<file path="src/rtl/cbez_lerp.sv">
// Three-stage linear interpolation lane: a + round_half_up((b - a) * t), or the exact b - a when sel_diff is set.
// Stage 1 forms the exact difference, stage 2 multiplies by t, stage 3 adds
// a and the rounding half in one sum and drops the fraction bits.
module cbez_lerp #(
  parameter int AW = 32,
  parameter int TW = 16
) (
  input  logic                 clk,
  input  logic                 en,
  input  logic signed [AW-1:0] a,
  input  logic signed [AW-1:0] b,
  input  logic        [TW:0]   t,
  input  logic                 sel_diff,
  output logic signed [AW:0]   res
);

  localparam int DW = AW + 1;
  localparam int PW = DW + TW + 2;

  logic signed [AW-1:0] a_s1;
  logic signed [DW-1:0] d_s1;
  logic        [TW:0]   t_s1;
  logic signed [AW-1:0] a_s2;
  logic signed [DW-1:0] d_s2;
  logic signed [PW-1:0] prod_s2;
  logic signed [TW+1:0] t_sx;
  logic signed [PW-1:0] offset;
  logic signed [PW-1:0] sum;

  // Stage 1: exact difference
  always_ff @(posedge clk) begin
    if (en) begin
      a_s1 <= a;
      d_s1 <= $signed({b[AW-1], b}) - $signed({a[AW-1], a});
      t_s1 <= t;
    end
  end

  // Stage 2: scale by t
  assign t_sx = $signed({1'b0, t_s1});

  always_ff @(posedge clk) begin
    if (en) begin
      a_s2    <= a_s1;
      d_s2    <= d_s1;
      prod_s2 <= d_s1 * t_sx;
    end
  end

  // Stage 3: a * 2^TW plus one half, added in a single sum, then floor shift
  assign offset = {{(PW-AW-TW){a_s2[AW-1]}}, a_s2, 1'b1, {(TW-1){1'b0}}};
  assign sum = prod_s2 + offset;

  always_ff @(posedge clk) begin
    if (en) begin
      res <= sel_diff ? d_s2 : sum[TW +: DW];
    end
  end

endmodule

</file>
<file path="config.mk">
export PLATFORM = sky130hd
export DESIGN_NAME = cbez_lerp
export DESIGN_NICKNAME = d
export VERILOG_FILES = /design/src/rtl/cbez_lerp.sv
export SDC_FILE = /design/constraint.sdc
export NUM_CORES = 2
export LEC_CHECK = 0
export BUFFER_PORTS_ARGS = -buffer_cell sky130_fd_sc_hd__clkbuf_2
export CORE_MARGIN = 2
export CORE_UTILIZATION = 45
export DETAILED_ROUTE_END_ITERATION = 16
export PLACE_DENSITY = 0.71
export SETUP_SLACK_MARGIN = 0.1
export SLEW_MARGIN = 20
export SYNTH_ARGS = -nofsm -noshare
export SYNTH_HDL_FRONTEND = slang
export SYNTH_SLANG_ARGS = --single-unit
</file>
<file path="constraint.sdc">
create_clock -name clk -period 13.3 [get_ports clk]
set_clock_uncertainty 0.1 [all_clocks]
set_input_delay 1.33 -clock clk [delete_from_list [all_inputs] [get_ports clk]]
set_output_delay 1.33 -clock clk [all_outputs]
set_load 0.01 [all_outputs]
</file>
# Word level (Yosys, flattened, before mapping)
# Cells that the tools add are included.
# W data, S select, Z words.
[word_totals]
wordCells = 11
reg_bits = 229
output_inout_bits = 33
[classes]
n_addsub = 2
mux = 1
mul = 1
[op_table]
columns = ["operator", "count"]
rows = [
  ["$add A49 B48 Y49", 1],
  ["$mul A33 B18 Y49", 1],
  ["$mux W33", 1],
  ["$sub A32 B32 Y33", 1],
]

# Logic depth before layout (Yosys ltp)
[logic_depth]
depth_word = 2
mapped_depth = 25
depth_no_buf = 24

# Worst setup path before layout
# No wires, ideal clock.
[synth_timing]
path_kind = "flip-flop to flip-flop"
startpoint = "reg d_s1[18]"
endpoint = "reg prod_s2[47], data pin"
n_path_buf = 1
setup_ps = 258
required_time_ps = 12942
synth_period_minus_slack_ps = 6586
stages_incl_launch_ff = 24
arrival_time_ps = 6228
path_slack_ps = 6714
path_cell_list = "edfxtp_1 > clkbuf_1 > and2_1 > fa_1 > inv_1 > fa_1 > fa_1 > inv_1 > fa_1 > fa_1 > inv_1 > fa_1 > inv_1 > ha_1 > nand4_1 > nor2_1 > o311ai_0 > a21boi_0 > a211oi_1 > o21ai_1 > a41oi_2 > o311ai_0 > a21oi_1 > xnor2_1"
[synth_between]
elab_chain_len = 1
[synth_rtl]
columns = ["item", "line_no", "source"]
rows = [
  ["start: declaration", "21", "logic signed [DW-1:0] d_s1;"],
  ["start signal: assignment", "34", "d_s1 <= $signed({b[AW-1], b}) - $signed({a[AW-1], a});"],
  ["$mul A33 B18 Y49", "46", "prod_s2 <= d_s1 * t_sx;"],
  ["end signal: assignment", "46", ""],
  ["end: declaration", "25", "logic signed [PW-1:0] prod_s2;"],
]
# No other way between the ends.
# A chain may end at the register's enable or synchronous reset.

# Worst setup path in the final report
[layout_timing]
startpoint = "reg t_s1[7]"
endpoint = "reg prod_s2[47], data pin"
[layout_between]
elab_chain_len = 1
[layout_rtl]
columns = ["item", "line_no", "source"]
rows = [
  ["start: declaration", "22", "logic [TW:0] t_s1;"],
  ["start signal: assignment", "35", "t_s1 <= t;"],
  ["$mul A33 B18 Y49", "46", ""],
]
# No other way between the ends.

==> impl_metrics.env <==
export IMPL_status="complete, no violations"
export IMPL_fin_cells=3754
export IMPL_cts_htree_levels=1
export IMPL_synth_edf_count=214
export IMPL_cp_required_ns=13.54
export IMPL_synth_adder_area_share_pct=44.4
export IMPL_cts_buffer_depth=3
export IMPL_rsz0062_at_grt="false"
export IMPL_multi_input_area_um2=19300
export IMPL_rows=92
export IMPL_hold_path_class="register to register"
export IMPL_report_final_slew_viol_count=0
export IMPL_synth_compound_area_share_pct=6.61
export IMPL_io_buffers=116
export IMPL_holdBufCountCts=0
export IMPL_antenna_found_initial=3
export IMPL_tightest_slew_ns=1.20
export IMPL_cts_tree="built"
export IMPL_synth_fp_nets=3589
export IMPL_synthSimpleGateAreaFrac_pct=13.5
export IMPL_register_area_um2=6430
export IMPL_area_growth_pct=8.70
export IMPL_synth_warning_count=0
export IMPL_synth_xor_area_share_pct=3.15
export IMPL_crit_type="register to register"
export IMPL_grt_max_degree=86
export IMPL_critPathMaxFanout=33
export IMPL_timing_fmax_mhz=121
export IMPL_grt_pass1_wl_mm=104
export IMPL_numCtsBuffers=27
export IMPL_track_usage_pct=20.0
export IMPL_synthTopCellsByArea="fa_1, edfxtp_1, inv_1"
export IMPL_maxSlewHeadroom_pct=18.0
export IMPL_crit_arrival_ns=8.50
export IMPL_crit_path_start_kind="register"
export IMPL_vias=18900
export IMPL_synth_top_family_by_area="adder cells"
export IMPL_fp_dieH_um=256
export IMPL_root_buffer="clkbuf_16"
export IMPL_ys_ff_latch=214
export IMPL_syn_avg_cell_area_um2=10.2
export IMPL_ys_flop_type="edfxtp_1"
export IMPL_grt_pass1_vias=20000
export IMPL_setup_viol=0
export IMPL_fin_nets=3669
export IMPL_finalCriticalPeriod_ns=8.27
export IMPL_post_synth_mux_area_share_pct=0
export IMPL_finalWeightedCongestion=0.842
export IMPL_final_common_cell="inv_1"
export IMPL_die_x_um=256
export IMPL_ctsResizeCount=0
export IMPL_first_pass_iters=7
export IMPL_mostFrequentLayoutCells="inv_1, fa_1, and2_1, nand2_1, edfxtp_1"
export IMPL_route_detailed_drc=0
export IMPL_core_area_um2=63000
export IMPL_place_inst=3702
export IMPL_ys_seq_area_share_pct=22.5
export IMPL_postCtsSetupBuffers=0
export IMPL_io_pins=117
export IMPL_insertion_delay_ns=0.58
export IMPL_fillerInstances=5728
export IMPL_ys_types=67
export IMPL_vias_per_cell=5.03
export IMPL_wire_per_inst_um=16.8
export IMPL_crit_path_end_kind="register"
export IMPL_drive_gt1_share_pct=7.23
export IMPL_ant_nets=0
export IMPL_synth_top_area_share_pct=36.7
export IMPL_yosysTopAreaCell="fa_1"
export IMPL_synthArstFlopShare_pct=0
export IMPL_dp_hpwl_mm=49.4
export IMPL_start_util_pct=45.4
export IMPL_clock_sinks=214
export IMPL_drv_cap=0
export IMPL_drt_initial_drc_count=1202
export IMPL_tns_ns=0
export IMPL_syn_area_um2=28600
export IMPL_syn_inst=2805
export IMPL_grt_overflow=0
export IMPL_clkTransAtPathRegs_ns=0.07
export IMPL_finalCritPeriodShare_pct=62.1
export IMPL_die_area_um2=65600
export IMPL_wl_mm=63.1
export IMPL_final_hold_viol_count=0
final timing paths:
check,slack [ns],start,cells past startpoint,endpoint
worst max-delay path,5.03,t_s1[7],22,prod_s2[47]
worst min-delay path,0.32,a_s1[19],0,a_s2[19]
worst max register to register,5.03,t_s1[7],22,prod_s2[47]
worst min register to register,0.32,a_s1[19],0,a_s2[19]
registers in the layout, summed over array words and instances (netlist names):
name / count
prod_s2: 34
d_s1: 33
d_s2: 33
res: 33
a_s1: 32
a_s2: 32
t_s1: 17
kinds of logic (layout without fill, tap and decap cells):
group	count (synthesis)	count (layout)
AOI/OAI and AO/OA	282	282
adders and majority gates	700	700
buffers and inverters	755	856
and+or+nand+nor	751	751
other	0	2
xor gates and xnor gates	103	103
DFF	214	214
synthesized netlist by cell type (all sizes together), types with 9 or more instances:
cell type and n:
nor2 46, o21bai 11, inv 664, clkbuf 90
a21o 30, and3 11, ha 176, edfxtp 214
a211oi 9, nand2b 13, fa 524, a21oi 74
nand2 288, xnor2 63, nor3 13, xor2 40
o21a 19, nand3 16, o21ai 77, o31ai 11
and2 327, nor2b 12
metrics by stage:
stage	util, %	setup slack [ns]	hold slack (ns)	area (um^2)
after floorplan	-	6.71	0.300	28600
after global placement	47.8	4.67	0.302	30100
after detailed placement	47.8	5.13	0.305	30100
after CTS	49.4	5.07	0.317	31100
after global routing	49.4	4.70	0.322	31100
final	49.4	5.03	0.317	31100
layout make-up:
cell class | instances | area share, %
Clock inverter | 23 | 0.958
Sequential cell | 214 | 20.7
Multi-Input combinational cell | 1836 | 62.2
Clock buffer | 27 | 2.17
Antenna cell | 2 | 0.0161
Timing Repair Buffer | 142 | 2.53
Inverter | 664 | 8.02
Tap cell | 846 | 3.41
per-layer routing:
metal  wire (um)  vias up  global-route usage [%]
met5          16        -                       0
met4        1740        2                    5.30
met3        3270       93                    2.86
met2       30600      478                    34.0
met1       27500     9576                    26.8
li1            -     8735                       -
critical path, stage by stage (launching register included):
cell      delay, ns
edfxtp_1       1.07
and2_1         0.26
fa_1           0.42
inv_1          0.08
fa_1           0.43
fa_1           0.52
inv_1          0.06
fa_1           0.49
fa_1           0.49
inv_1          0.05
fa_1           0.47
inv_1          0.04
ha_1           0.31
a211oi_1       0.31
nand2_1        0.08
o21ai_1        0.35
a21oi_1        0.23
a211oi_1       0.68
o21ai_1        0.38
a41oi_2        0.55
o311ai_0       0.31
a21oi_1        0.24
xnor2_1        0.08
Power is not shown: default switching activity piles up to over one toggle a cycle in this logic, so the estimate is an artifact.
